## src/lsk_pkg.sv

```systemverilog
// lsk_pkg: shared constants for the two-field landau site kernel
// default number format, pipeline depths and register index codes
// no dependencies
package lsk_pkg;

  // default Q8.24 number format
  localparam int DATA_WIDTH_DEF = 32;
  localparam int FRAC_BITS_DEF  = 24;

  // register stages inside one field unit and in the whole pipeline
  localparam int FLD_STAGES  = 10;
  localparam int PIPE_STAGES = 13;

  // configuration register indexes
  localparam int CFG_IDX_W = 3;
  localparam logic [CFG_IDX_W-1:0] REG_QUAD_ONE    = 3'd0;
  localparam logic [CFG_IDX_W-1:0] REG_QUARTIC_ONE = 3'd1;
  localparam logic [CFG_IDX_W-1:0] REG_GRAD_ONE    = 3'd2;
  localparam logic [CFG_IDX_W-1:0] REG_QUAD_TWO    = 3'd3;
  localparam logic [CFG_IDX_W-1:0] REG_QUARTIC_TWO = 3'd4;
  localparam logic [CFG_IDX_W-1:0] REG_GRAD_TWO    = 3'd5;

endpackage

```

## src/lsk_delay.sv

```systemverilog
// lsk_delay: shift line that carries a word alongside the pipeline,
// each tap loads under its own stage enable; uses lsk_pkg
module lsk_delay import lsk_pkg::*; #(
  parameter int DATA_WIDTH = DATA_WIDTH_DEF,
  parameter int DEPTH      = 1
) (
  input  logic                         clk,
  input  logic [DEPTH-1:0]             en,
  input  logic signed [DATA_WIDTH-1:0] d,
  output logic signed [DATA_WIDTH-1:0] q
);

  logic signed [DATA_WIDTH-1:0] tap_r [DEPTH];

  // one tap per stage
  for (genvar i = 0; i < DEPTH; i++) begin : g_tap
    if (i == 0) begin : g_first
      always_ff @(posedge clk) begin
        if (en[i]) begin
          tap_r[i] <= d;
        end
      end
    end else begin : g_next
      always_ff @(posedge clk) begin
        if (en[i]) begin
          tap_r[i] <= tap_r[i-1];
        end
      end
    end
  end

  assign q = tap_r[DEPTH-1];

endmodule

```

## config.mk

```make
export PLATFORM = sky130hd
export DESIGN_NAME = lsk_delay
export DESIGN_NICKNAME = d
export VERILOG_FILES = /design/src/lsk_pkg.sv /design/src/lsk_delay.sv
export SDC_FILE = /design/constraint.sdc
export NUM_CORES = 1
export LEC_CHECK = 0
export BUFFER_PORTS_ARGS = -buffer_cell sky130_fd_sc_hd__buf_2
export CORE_ASPECT_RATIO = 0.6
export CORE_UTILIZATION = 39
export CTS_CLUSTER_SIZE = 28
export DETAILED_ROUTE_END_ITERATION = 10
export GPL_TIMING_DRIVEN = 0
export PLACE_DENSITY_LB_ADDON = 0.15
export SKIP_LAST_GASP = 1
export SYNTH_ARGS = -nofsm -noshare
export SYNTH_HDL_FRONTEND = slang
export SYNTH_SLANG_ARGS = --single-unit
export TNS_END_PERCENT = 100
```

## constraint.sdc

```tcl
create_clock -name clk -period 0.8 [get_ports clk]
set_input_delay 0.2 -clock clk [delete_from_list [all_inputs] [get_ports clk]]
set_output_delay 0.2 -clock clk [all_outputs]
set_load 0.02 [all_outputs]
```

==> impl.org <==
** GRT
- For this run, global-route usage on met2 was measured as 17.86%.
- Global-route wire length before repair :: 2028 um
- Global routing consumed, over all layers together, a little under an eighth of the routing resources.
- Met1 usage :: 14.42%
- The global routing stage identified its most utilized layer as met2.
- Met3 global-route usage :: 5.966%
- Number of antenna violations at the first check in global routing :: 0
- Number of global-route vias before repair :: between 400 and 500
- Entering global routing, the biggest net connects 33 pins.
- After global routing the overflow that remains totals 0.

** Die
- X dimension of the die :: 66.08 um
- The die covers 2673 um2.
- The floorplan has 13 rows.
- 66 I/O pins were placed.
- The die is 40.45 um tall.
- Total core area :: around 2200 um2
- The initial utilization of the core area, before any placement, comes to ~43%.

** Setup path
- Largest stage delay on the critical path :: 0.40 ns
- For the worst setup path, the data required time is 0.60 ns.
- Together, buffers and inverters on the worst path number 1.
- The worst setup path is of the reg2out kind.
- The signal on the critical path passes through buf_6.
- Highest-delay cell along the critical path :: sky130_fd_sc_hd__edfxtp_1
- Type of destination of the critical path :: output pin
- The worst setup path is launched from a register.
- Grouping stages by cell kind, the critical path spends the most delay in flip-flops.
- Crit path arrival time :: ~0.81 ns
- Number of stages on the worst setup path :: 1
- In this run the worst path has a maximum fanout of 1.

** CTS
- Depth of the CTS H-tree :: 2
- No sink is reached through more buffers than the 2 on the longest clock path.
- Post-CTS timing repair inserted 0 buffers for setup.
- # clock sinks :: 32
- TritonCTS clock tree :: yes
- Clock transition at path regs :: approximately 0.060 ns
- The tree is rooted in a sky130_fd_sc_hd__clkbuf_8.
- Hold repair after CTS inserted 0 buffers.
- Total clock buffers created by CTS :: 5

** Worst hold path
- Along the worst hold path, the cell count comes to 1.
- Classification of the worst-slack hold path :: in2reg

** STA
- Counting I/O delays and the setup requirement, the final critical path takes 1.013 ns.
- Final WS setup :: -0.2126 ns
- For this run, the top clock speed supported by timing is 0.9876 GHz.
- The final critical path takes up 126.6% of the cycle.
- Final total negative setup slack :: -6.037 ns
- Final Max Slew Viols :: 0
- Setup repair after global routing missed its margin :: yes
- Setup-failing EPs final :: 32
- The number of hold violations in the final report came to 0.
- Worst slew pin tran :: roughly 0.38 ns
- Slew HR :: about three quarters
- The tightest hold path in the finished design has a slack of 0.1029 ns.

** Power and ir drop
- Peak supply drop :: 1723 uV
- Per report_power, the sequential group accounts for 51.8% of the total.
- Summing internal, switching and leakage power gives 3.939 mW.
- Power density cells :: 2559 nW/um2
- For this design the total switching power over the nets is 0.8210 mW.
- Switching share of total power :: 20.84%
- Design internal power :: 3.118 mW
- The share of total power dissipated in the clock network is between 30% and 40%.
- Logic pwr share :: roughly 12%
- The analysis attributes to cell leakage a power of 0.6590 nW.

** Placed design
- Port-buffer cells :: 65
- GPL Wtd Cong :: about 0.63
- Place WS :: -0.3127 ns
- Count of placed standard cells including taps :: ~130
- Instance area after placement :: 1324 um2

** Layout
- The layout has about 160 filler cells.
- More flip-flops sit in one register than any other, and that register is tap_r.
- Post-layout utilization of the core :: 68.56%
- Synth-to-layout area growth :: 60.16%
- Area taken by multi-input logic gates :: 0 um2
- The register with the most flip-flops in the layout has 32 of them.
- Largest registers :: tap_r: 32 flops
- Leaving out filler cells and counting taps, the final layout contains 135.
- Diodes inserted :: 0
- Most common cell after layout, fill and taps aside :: sky130_fd_sc_hd__buf_2
- Leaving out fill and tap cells, the most frequent cells in the layout are sky130_fd_sc_hd__buf_2 (47), sky130_fd_sc_hd__edfxtp_1 (32), sky130_fd_sc_hd__buf_6 (17), sky130_fd_sc_hd__clkbuf_8 (5), sky130_fd_sc_hd__clkinv_1 (2).
- Of the cells placed in the final design, the portion with a size suffix greater than 1 is between 60 and 70%.
- After routing the design area is 1539 um2.
- Fin nets :: 138
- For this run, combinational gates with multiple inputs come to 0.

** Drt
- In this run, the number of DRC markers left after iteration 0 of detailed routing was 7.
- For this run, the detailed router's first-pass iteration total came to 4.
- Dividing the detail-routed wire length by the instance count gives 12.29 um.
- Count of unresolved DRC violations after routing :: 0
- Wires add up to ~1700 um.
- After detailed routing, the number of vias per cell comes to 4.111.
- ANT nets after route :: 0
- Total via count in the routed design :: 555

** Synth
- After Yosys synthesis, and, or, nand and nor cells account for 0% of the synthesized area.
- Averaged over all synthesized cells, the footprint is 30.03 um2.
- Area fraction of the dominant cell type after synthesis :: between 90% and 100%
- The number of different library cells used by synthesis comes to 1.
- The synthesized netlist devotes 0% of its cell area to XOR and XNOR gates.
- Compound-Gate Fraction of Synth Area :: 0%
- After Yosys synthesis, full adders, half adders and majority gates account for 0% of the synthesized area.
- In this run the cell area of the synthesized design comes to between 900 and 1000 um2.
- After synthesis the netlist holds a flip-flop and latch count of 32.
- The number of nets handed over by synthesis was 66.
- Multiplexer area fraction after synthesis :: 0%
- Total number of yosys warnings :: 0
- Number of instances in the synthesized netlist :: 32
- Sequential share of the synthesized area :: 100.0%
- Sorting the synthesized cells by area gives the leading types as sky130_fd_sc_hd__edfxtp_1 (100%).
- The synthesized design spends more area on one cell type than any other, namely sky130_fd_sc_hd__edfxtp_1.

** Status
- Status :: finished, violations left
- The checks that failed: setup timing.

** Flow run
- Across the run, the number of max-cap violations was 0.
cell families (layout without fill, tap and decap cells):
group | count (synthesis) | count (layout)
buffers and inverters | 0 | 73
DFF | 32 | 32
repair_timing:
item | CTS | global route
gates resized for setup | 7 | 28
setup endpoints to repair | 64 | 32
hold endpoints to repair | 0 | 0
power by group through the flow:
stage | logic, mW | registers, mW | clock network (mW)
6_report | 0.475 | 2.04 | 1.42
5_1_grt | 0.499 | 2.05 | 1.52
4_1_cts | 0.416 | 2.03 | 1.45
3_5_place_dp | 0.401 | 2.06 | 0
3_3_place_gp | 0.397 | 2.06 | 0
2_1_floorplan | 0 | 2.24 | 0
worst paths after layout:
kind / slack (ns) / start / to
max: -0.21 / tap_r[0][10] / q[10]
min: 0.10 / d[10] / tap_r[0][10]
layout make-up:
type	count	area [um2]	share of cell area, %
sequential	32	960.9	62.44
timing repair buffer	65	434.2	28.21
clock buffer	5	68.82	4.472
clock inverter	3	37.54	2.439
tap	30	37.54	2.439
synthesized netlist by cell type (all sizes together):
library cell,number
edfxtp,32
metal layers:
| layer | share of wire [%] | vias up |
|---|---|---|
| li1 | - | 273 |
| met1 | 42 | 240 |
| met2 | 46 | 40 |
| met3 | 11 | 2 |
| met4 | 1.0 | 0 |
| met5 | 0 | - |
Note: power is estimated with default switching activity, not from simulation.
