===== config.mk =====
export PLATFORM = sky130hd
export DESIGN_NAME = lsk_addsub
export DESIGN_NICKNAME = d
export VERILOG_FILES = /design/src/lsk_pkg.sv /design/src/lsk_addsub.sv
export SDC_FILE = /design/constraint.sdc
export NUM_CORES = 1
export LEC_CHECK = 0
export ABC_AREA = 1
export BUFFER_PORTS_ARGS = -buffer_cell sky130_fd_sc_hd__buf_2
export CORE_AREA = 2 2 106 108
export DETAILED_ROUTE_END_ITERATION = 8
export DIE_AREA = 0 0 108 110
export GPL_ROUTABILITY_DRIVEN = 0
export SLEW_MARGIN = 10
export SYNTH_ARGS = -nofsm -noshare
export SYNTH_HDL_FRONTEND = slang
export SYNTH_SLANG_ARGS = --single-unit

===== constraint.sdc =====
create_clock -name clk -period 2.8 [get_ports clk]
set_input_delay 0.28 -clock clk [delete_from_list [all_inputs] [get_ports clk]]
set_output_delay 0.28 -clock clk [all_outputs]
set_load 0.02 [all_outputs]

===== src/lsk_pkg.sv =====
// lsk_pkg: shared constants for the two-field landau site kernel
// default number format, pipeline depths and register index codes
// no dependencies
package lsk_pkg;

  // default Q8.24 number format
  localparam int DATA_WIDTH_DEF = 32;
  localparam int FRAC_BITS_DEF  = 24;

  // register stages inside one field unit and in the whole pipeline
  localparam int FLD_STAGES  = 10;
  localparam int PIPE_STAGES = 13;

  // configuration register indexes
  localparam int CFG_IDX_W = 3;
  localparam logic [CFG_IDX_W-1:0] REG_QUAD_ONE    = 3'd0;
  localparam logic [CFG_IDX_W-1:0] REG_QUARTIC_ONE = 3'd1;
  localparam logic [CFG_IDX_W-1:0] REG_GRAD_ONE    = 3'd2;
  localparam logic [CFG_IDX_W-1:0] REG_QUAD_TWO    = 3'd3;
  localparam logic [CFG_IDX_W-1:0] REG_QUARTIC_TWO = 3'd4;
  localparam logic [CFG_IDX_W-1:0] REG_GRAD_TWO    = 3'd5;

endpackage


===== src/lsk_addsub.sv =====
// lsk_addsub: registered saturating add or subtract
// uses lsk_pkg for the default width
module lsk_addsub import lsk_pkg::*; #(
  parameter int DATA_WIDTH = DATA_WIDTH_DEF,
  parameter bit SUB        = 1'b0
) (
  input  logic                         clk,
  input  logic                         en,
  input  logic signed [DATA_WIDTH-1:0] a,
  input  logic signed [DATA_WIDTH-1:0] b,
  output logic signed [DATA_WIDTH-1:0] y
);

  localparam logic signed [DATA_WIDTH-1:0] SMAX = {1'b0, {(DATA_WIDTH-1){1'b1}}};
  localparam logic signed [DATA_WIDTH-1:0] SMIN = {1'b1, {(DATA_WIDTH-1){1'b0}}};

  logic signed [DATA_WIDTH:0]   ext_a;
  logic signed [DATA_WIDTH:0]   ext_b;
  logic signed [DATA_WIDTH:0]   sum;
  logic signed [DATA_WIDTH-1:0] y_nxt;
  logic signed [DATA_WIDTH-1:0] y_r;

  // one extra bit, then clamp on overflow
  always_comb begin
    ext_a = {a[DATA_WIDTH-1], a};
    ext_b = {b[DATA_WIDTH-1], b};
    sum   = SUB ? (ext_a - ext_b) : (ext_a + ext_b);
    if (sum[DATA_WIDTH] == sum[DATA_WIDTH-1]) begin
      y_nxt = sum[DATA_WIDTH-1:0];
    end else begin
      y_nxt = sum[DATA_WIDTH] ? SMIN : SMAX;
    end
  end

  always_ff @(posedge clk) begin
    if (en) begin
      y_r <= y_nxt;
    end
  end

  assign y = y_r;

endmodule


==> impl_results.md, run 1 <==
- Worst-path clk slew: 0.06 ns
- Max reg flops: 32
- WL final: 9210 um
- Core footprint: 0.01070 mm^2
- Largest family of logic cells by synthesized area: simple AND/OR/NAND/NOR gates
- Post-Synth Simple-Gate Area: 38.05%
- Layout Nets: 724
- First DRT Iteration DRCs: 176
- Most frequent cells in the layout: nand2_1, buf_2, inv_1
- Post-CTS Resized: 0
- Sequential area share after synthesis: 26.91%
- Mux share of post-synthesis cell area: 0%
- Reg area: 960.9 um^2
- Fillers: 1176
- Crit-path max cell delay: 0.37 ns
- Final period util: 84.43%
- Row cnt: 38
- Synth top area share: 26.91%
- Syn Area/Cell: 6.789 um^2
- Pre-antenna DRT Iters: 4
- CP endpoint kind: flop
- Area occupied by multi-input gates: 0.002302 mm^2
- Cts hold-fix bufs: 0
- GR Util met2: 27.58%
- Layout cell share with drive strength beyond 1: 23.00%
- Final Hold Viols: 0
- DP HPWL: 7981 um
- H-tree levels: 2
- Fmax achieved: 0.4230 GHz
- Critical path peak fanout: 21
- Setup repair after global routing missed its margin: false
- Clk root buf: clkbuf_8
- Synth warn: 0
- First-pass GRT wire length: 15210 um
- Synth Area in Adders: 11.77%
- I/O Pins: 98
- Layout area overhead: 19.17%
- Ant. Diodes: 0
- Die X: 108 um
- Clock sinks: 32
- Worst path arrival time: 2.38 ns
- Met3 Use GR: 1.529%
- Min cycle time layout: 2.364 ns
- Vias: 3473
- Cell count after synthesis: 526
- GR Overflow Total: 0
- Starting Density: 33.38%
- Flops & latches, synth: 32
- Post-CTS setup buffer count: 0
- CTS tree: built
- Avg WL per Cell: 12.02 um
- CP Class: in2reg
- Post-synthesis compound-gate area fraction: 10.23%
- Number of remaining DRC errors: 0
- Peak VDD IR: 0.2837 mV
- Worst setup SP type: primary input
- Worst slew pin tran: 0.6991 ns
- Fin. max-slew vios: 0
- Pin count of the biggest net entering global routing: 33
- Leakage: 2.349 nW
- Worst Hold Slack: 0.4179 ns
- Slowest CP cell: fa_1
- Hold Crit Class: in2reg
- Max clock buf depth: 2
- Crit path max-delay family: simple AND/OR/NAND/NOR gates
- Post-Syn Area: 0.003571 mm^2
- Clock buffer count from CTS: 5
- Via density per instance: 4.534
- ANT nets after route: 0
- Yosys top cell by area: edfxtp_1
- Pwr dens: 462.1 mW/mm^2
- Netlist cell types: 28
- Number of global-route vias before repair: 3319
- Max-Cap Viols: 0
- Die ar.: 0.01188 mm^2
- Final setup violation count: 0
- Ranking of synthesized cells by area: edfxtp_1, nand2_1, ha_1
- Number of port buffers: 97
- Die Height: 110 um
- Max-slew headroom at the worst pin: 53.39%
- Initial antenna violation count: 0
- Most used routing layer: met2
- Worst Path Required: 2.82 ns
- Total chip power: 1.966 mW
- CP most frequent cell: nand2_2
- Final setup TNS: 0 ns
- Met1 usage: 21.87%
- CP Buf/Inv Count: 3
- Cells along the critical path: buf_2 -> ha_1 -> inv_1 -> fa_1 -> inv_1 -> nand2_1 -> nand2_1 -> nand3_1 -> nand2_2 -> nand2_2 -> nand2_2 -> nand2_2 -> nand2_2 -> nand2_1 -> nand2_2 -> nand3_2 -> nand2_1 -> nand2_1
- Xor and xnor area share after synthesis: 4.415%
- Gr usage total: 16.20%
- Commonest non-fill, non-tap cell in the layout: nand2_1
- Status: finished clean
- Synth Net Count: 625
==> final cells by class <==
cell class | instances | area share [%]
multi-input combinational | 422 | 54.10
sequential | 32 | 22.58
timing repair buffer | 97 | 11.41
inverter | 67 | 5.910
tap | 140 | 4.116
clock buffer | 7 | 1.794
clock inverter | 1 | 0.08821
==> synthesized netlist by cell type, drive strengths merged <==
| cell | number |
|---|---|
| edfxtp | 32 |
| xnor2 | 3 |
| nor2 | 50 |
| nor4 | 1 |
| or2 | 2 |
| o21ai | 15 |
| buf | 5 |
| nand3b | 8 |
| inv | 67 |
| a21oi | 34 |
| o21bai | 8 |
| ha | 32 |
| nand2 | 233 |
| fa | 1 |
| nand3 | 18 |
| xor2 | 15 |
| nor3 | 2 |
==> tightest hold or removal path, delay by kind of cell <==
family        cells  cell delay (ns)
fa+ha+maj         1             0.13
buf+inv           1             0.08
simple gates      2             0.10
==> metal layers <==
metal	vias to the layer above	routed length [um]
met3	11	367
met5	-	0
met1	1514	4394
met4	0	153
li1	1865	-
met2	83	4294
==> path summary, 6_finish.rpt <==
check / start / endpoint / depth (start not counted)
max: a[0] / y[17] / 18
min: b[0] / y[0] / 4
==> power breakdown <==
part / internal (mW) / switching [mW]
Combinational: 0.331 / 0.627
Clock: 0.173 / 0.150
Sequential: 0.661 / 0.0238
Total: 1.17 / 0.801
==> per-stage QoR <==
stage	setup slack (ns)	instances	utilization (%)	instance area [um^2]
floorplan	0.6675	526	-	3571
global placement	0.2406	758	39.03	4175
finish	0.4358	766	39.78	4255
detailed placement	0.1285	758	39.03	4175
global route	0.1840	766	39.78	4255
CTS	0.4135	766	39.78	4255
==> kinds of logic after synthesis <==
group,count (synthesis)
simple gates,314
buf+inv,72
compound gates,57
fa+ha+maj,33
flops,32
xor+xnor,18
Note: power is estimated with default switching activity, not from simulation.
==> inputs of run 2 (changes only) <==
Settings changed: ABC_AREA 1 to 0, CORE_AREA 2 2 106 108 to 2 2 97 99, DIE_AREA 0 0 108 110 to 0 0 99 101.
Clock period 2.8 ns to 2 ns, I/O delays scaled along.
==> run 2 against run 1 <==
Net effect:
- the flow now finishes with violations (setup timing)
- die area decreased by 16%
- critical path depth is 4 lower
- global-route usage rose by 1.7 points
- final area is 23% higher
- first-iteration DRC count decreased by 22%
- sequential cell count unchanged
- via count down 4.3%
- clock power increased by 45%
- combinational power grew 97%
- core utilization grew 19 points
- hold slack got worse by 0.064 ns
- critical endpoint is now y[21]
- largest cell class unchanged
==> impl_results.md, run 2 <==
- Flops & latches, synth: 32
- Critical path peak fanout: 5
- Post-synth EDFFs: 32
- ANT nets after route: 0
- Sw frac: 37.26%
- Setup repair after global routing missed its margin: true
- Max-slew headroom at the worst pin: 51.99%
- P_sw: 1.240 mW
- Count leader, synth: a21oi_1
- Worst path arrival time: 2.51 ns
- Combinational Power Share: 56.9%
- Die X: 99 um
- Initial antenna violation count: 0
- Number of global-route vias before repair: 3291
- Final setup TNS: -10.14 ns
- Synth Net Count: 421
- Hold Crit Class: in2reg
- Ranking of synthesized cells by area: edfxtp_1, ha_1, a21oi_1
- Pin count of the biggest net entering global routing: 33
- Layout cell share with drive strength beyond 1: 59.15%
- Worst-path clk slew: 0.06 ns
- Synth top area share: 31.99%
- Yosys top cell by area: edfxtp_1
- Post-Syn Area: 0.003004 mm^2
- Via density per instance: 5.097
- Clk root buf: clkbuf_8
- GR Overflow Total: 0
- First-pass GRT wire length: 14680 um
- CTS tree: built
- Vias: 3323
- Slack of the critical path: -0.3717 ns
- Clock Power Share: 14.0%
- Die ar.: 0.009999 mm^2
- Flop pwr share: 29.1%
- First DRT Iteration DRCs: 137
- Ant. Diodes: 0
- Max reg flops: 32
- Peak VDD IR: 0.2863 mV
- Crit-path max cell delay: 0.33 ns
- Layout Nets: 639
- Async SR Flop Fraction: 0%
- Final period util: 118.6%
- H-tree levels: 2
- Worst Path Required: 2.14 ns
- Number of remaining DRC errors: 0
- Max-Cap Viols: 0
- I/O Pins: 98
- Cell-internal power: 2.088 mW
- Most frequent cells in the layout: buf_4, buf_2, edfxtp_1
- Cells along the critical path: buf_8 -> ha_4 -> inv_2 -> fa_2 -> nand2b_4 -> a211oi_4 -> o211ai_1 -> a31oi_2 -> o21ai_2 -> a22oi_2 -> buf_6 -> nand3_4 -> clkbuf_16 -> a21oi_2
- Hold Startpoint: b[0]
- Pre-antenna DRT Iters: 4
- Failing checks: setup timing
- Min cycle time layout: 2.372 ns
- Synth top cells by count: a21oi_1, edfxtp_1, ha_1
- Area occupied by multi-input gates: 0.002474 mm^2
- Sequential area share after synthesis: 31.99%
- Avg WL per Cell: 14.80 um
- Syn Area/Cell: 9.330 um^2
- Clock buffer count from CTS: 5
- Fillers: 761
- CP Class: in2reg
- Fin. max-slew vios: 0
- Slowest CP cell: fa_2
- Worst setup SP type: primary input
- Most used DFF post-synth: edfxtp_1
- Reg area: 960.9 um^2
- Worst Hold Path EP: y[0]
- Max clock buf depth: 2
- Number of port buffers: 97
- Netlist cell types: 55
- Hold path cells: 4
- Layout area overhead: 74.72%
- Worst slew pin tran: 0.7202 ns
- Pwr dens: 633.9 mW/mm^2
- Cell count after synthesis: 322
- Clock sinks: 32
- Status: complete, but fails checks
- Final Hold Viols: 0
- Final setup violation count: 32
- Row cnt: 35
- Total chip power: 3.327 mW
- DP HPWL: 7204 um
- WL final: 9652 um
- Synth warn: 0
- Core footprint: 0.008977 mm^2
- Die Height: 101 um
- Starting Density: 33.46%
- Gr usage total: 17.88%
- Fmax achieved: 0.4216 GHz
- Commonest non-fill, non-tap cell in the layout: buf_4
- CP endpoint kind: flop
- Leakage: 2.316 nW
-- run 2: cell count changes after synthesis, sizes merged, moves of 13 or more --
| cell | previous run | this run |
|---|---|---|
| nand2 | 233 | 21 |
| inv | 67 | 15 |
| nor2 | 50 | 15 |
| a21oi | 34 | 52 |
| o21ai | 15 | 31 |
| nand3 | 18 | 5 |
-- run 2: worst max-delay path: cells and delay by family --
| kind | cells | cell delay (ns) |
|---|---|---|
| compound gates | 6 | 1.09 |
| buf+inv | 4 | 0.45 |
| fa+ha+maj | 2 | 0.46 |
| simple gates | 2 | 0.31 |
-- run 2: worst max-delay path by stage --
stage	start	end	slack, ns	cells past startpoint
6_report	a[0]	y[21]	-0.37	14
5_1_grt	a[0]	y[21]	-0.48	14
4_1_cts	a[0]	y[26]	-0.31	13
3_5_place_dp	a[0]	y[25]	-0.76	12
3_3_place_gp	a[0]	y[25]	-0.73	12
2_1_floorplan	a[10]	y[12]	-0.44	10
-- run 2: stage by stage --
stage	std cells	area (um^2)	hold slack, ns	utilization [%]	worst slack, ns
2_1_floorplan	322	3151	0.3125	-	-0.4375
3_3_place_gp	626	4504	0.6449	50.17	-0.7298
3_5_place_dp	626	4504	0.6463	50.17	-0.7612
4_1_cts	644	4956	0.3456	55.21	-0.3052
5_1_grt	652	5249	0.3920	58.47	-0.4758
6_report	652	5249	0.3538	58.47	-0.3717
-- run 2: timing repair --
item / in CTS / in global routing
hold buffers: 0 / 0
resized for setup: 50 / 40
endpoints found under the setup margin: 32 / 32
pin swaps: 21 / 14
cloned: 0 / 3
setup buffers: 10 / 6
-- run 2: final cells by class --
type,instances,share of cell area (%)
clock buffer,7,1.454
tap,111,2.646
inverter,15,1.073
multi-input combinational,266,47.13
sequential,32,18.31
timing repair buffer,220,29.32
clock inverter,1,0.07151
-- run 2: cell families after synthesis --
logic type / count (synthesis) / synth area share [%]
AO/OA/AOI/OAI: 134 / 29.40
buffers and inverters: 24 / 3.832
flip-flops: 32 / 31.99
XOR/XNOR: 26 / 7.580
AND/OR/NAND/NOR: 70 / 12.08
adder cells (fa/ha/maj): 36 / 15.12
-- run 2: power by group through the flow --
stage                     Sequential (mW)  Clock, mW  Combinational [mW]
after global placement              0.981          0                1.51
after floorplan                      1.14          0               0.731
final                               0.967      0.467                1.89
after detailed placement            0.983          0                1.53
after global routing                0.974      0.508                2.03
after CTS                           0.970      0.474                1.68
-- run 2: routing by layer --
layer	track usage, %	wire, um	vias to the layer above
met2	32.64	4947	83
met4	5.058	121	0
met3	1.318	372	10
met1	22.65	4211	1560
li1	-	-	1670
met5	0	0	-
==> inputs of run 3 (changes only) <==
Clock period 2 ns to 3 ns, I/O delays scaled along.
==> run 3 against run 2 <==
Net effect:
- the run now ends clean
- combinational power down 56%
- sequential cell count unchanged
- hold slack better by 0.12 ns
- first-iteration DRC count down 4.4%
- critical path depth down 2
- setup slack better by 0.65 ns
- final cell count down 16%
- sequential power down 34%
- sequential share of layout area up 7.0 points
- final area down 28%
- core utilization down 16 points
- largest cell class unchanged
- largest power group unchanged
==> impl_results.md, run 3 (synthesis gave the netlist of run 2 again) <==
- Combinational Power Share: 46.4%
- I/O Pins: 98
- Min cycle time layout: 2.721 ns
- Final Hold Viols: 0
- P_sw: 0.6780 mW
- Worst setup SP type: primary input
- Total chip power: 1.787 mW
- Final core occ: 42.31%
- Avg WL per Cell: 14.02 um
- Clock buffer count from CTS: 5
- Flop pwr share: 35.8%
- Sw frac: 37.94%
- Fillers: 920
- CP endpoint kind: flop
- Status: finished clean
- Layout Nets: 533
- Placed Area: 0.003697 mm^2
- Clk root buf: clkbuf_8
- Fin area: 0.003799 mm^2
- Clock Power Share: 17.7%
- ANT nets after route: 0
- CTS tree: built
- First DRT Iteration DRCs: 131
- Most frequent cells in the layout: buf_2, a21oi_1, ha_1, edfxtp_1, o21ai_0
- Inst Count DP: 538
- Layout area overhead: 26.45%
- Max-Cap Viols: 0
- CP startpoint: a[0]
- Ant. Diodes: 0
- Worst path arrival time: 2.74 ns
- Fmax achieved: 0.3675 GHz
- Initial antenna violation count: 0
- Max reg flops: 32
- Cts hold-fix bufs: 0
- Worst-path clk slew: 0.07 ns
- Peak VDD IR: 0.1864 mV
- Final setup TNS: 0 ns
- Critical path peak fanout: 5
- Reg area: 960.9 um^2
- Number of remaining DRC errors: 0
- Layout cell share with drive strength beyond 1: 32.41%
- Row cnt: 35
- Via density per instance: 5.212
- Area occupied by multi-input gates: 0.001942 mm^2
- Pin count of the biggest net entering global routing: 33
- Hold Startpoint: b[0]
- Fin. max-slew vios: 0
- Die ar.: 0.009999 mm^2
- Worst Path Required: 3.02 ns
- Number of port buffers: 97
- First-pass GRT wire length: 12530 um
- Core footprint: 0.008977 mm^2
- Setup repair after global routing missed its margin: true
- Die Height: 101 um
- WL final: 7653 um
- Max clock buf depth: 2
- Commonest non-fill, non-tap cell in the layout: buf_2
- Final period util: 90.71%
- Clock sinks: 32
- Max-slew headroom at the worst pin: 54.01%
- Leakage: 1.702 nW
- Starting Density: 33.46%
- Final setup violation count: 0
- DP HPWL: 6468 um
- Number of global-route vias before repair: 2617
- H-tree levels: 2
- GR Overflow Total: 0
- Worst slew pin tran: 0.6898 ns
- Vias: 2846
- CP Class: in2reg
- Post-CTS Resized: 0
- Hold Crit Class: in2reg
- Gr usage total: 15.33%
- Pwr dens: 470.5 mW/mm^2
- Finished Layout Cells: 546
- Pre-antenna DRT Iters: 4
- Die X: 99 um
- Post-CTS setup buffer count: 0
- Cell-internal power: 1.109 mW
==> run 3: changes by cell type in the layout (fill, tap and decap cells not counted), moves of 4 or more <==
cell	previous run	this run
o31ai_1	2	6
o21ai_2	14	1
buf_4	113	17
buf_2	90	97
ha_1	12	32
a21oi_4	6	1
a21oi_1	25	49
a21oi_2	21	2
o21ai_0	12	23
buf_6	12	0
ha_4	18	0
==> run 3: worst paths after layout <==
path,to,slack [ns],depth (start not counted)
hold / removal,y[0],0.47,4
setup / recovery,y[30],0.28,12
==> run 3: per-stage QoR <==
stage          hold WS (ns)  setup WS (ns)
2_1_floorplan        0.4125         0.2754
3_3_place_gp         0.7430        0.04095
3_5_place_dp         0.7481       -0.07532
4_1_cts              0.4634         0.2031
5_1_grt              0.4975       0.005638
6_report             0.4721         0.2788
==> run 3: per-layer routing <==
metal / vias to the layer above / part of all wire (%) / global-route usage, %
li1: 1453 / - / -
met1: 1300 / 47 / 22.00
met2: 81 / 46 / 24.27
met3: 12 / 5.2 / 1.734
met4: 0 / 1.6 / 4.636
met5: - / 0 / 0
==> run 3: final cells by class <==
type                       instances  share of cell area [%]
multi-input combinational        266                   51.12
sequential                        32                   25.30
timing repair buffer             114                   16.14
tap                              111                   3.656
clock buffer                       5                   1.812
inverter                          15                   1.482
clock inverter                     3                  0.4941
==> run 3: power by group through the flow <==
stage	clock network [mW]	registers (mW)	logic, mW
finish	0.317	0.640	0.830
global route	0.342	0.649	0.914
CTS	0.325	0.643	0.825
detailed placement	0	0.653	0.821
global placement	0	0.652	0.816
floorplan	0	0.762	0.439
==> run 3: critical path, stage by stage <==
cell      delay [ns]
buf_2           0.08
ha_1            0.16
inv_1           0.05
fa_1            0.39
nand2b_1        0.20
a211oi_2        0.26
o211ai_1        0.20
o31ai_1         0.41
o41ai_2         0.18
o31ai_1         0.28
xnor2_1         0.15
o21ai_0         0.08
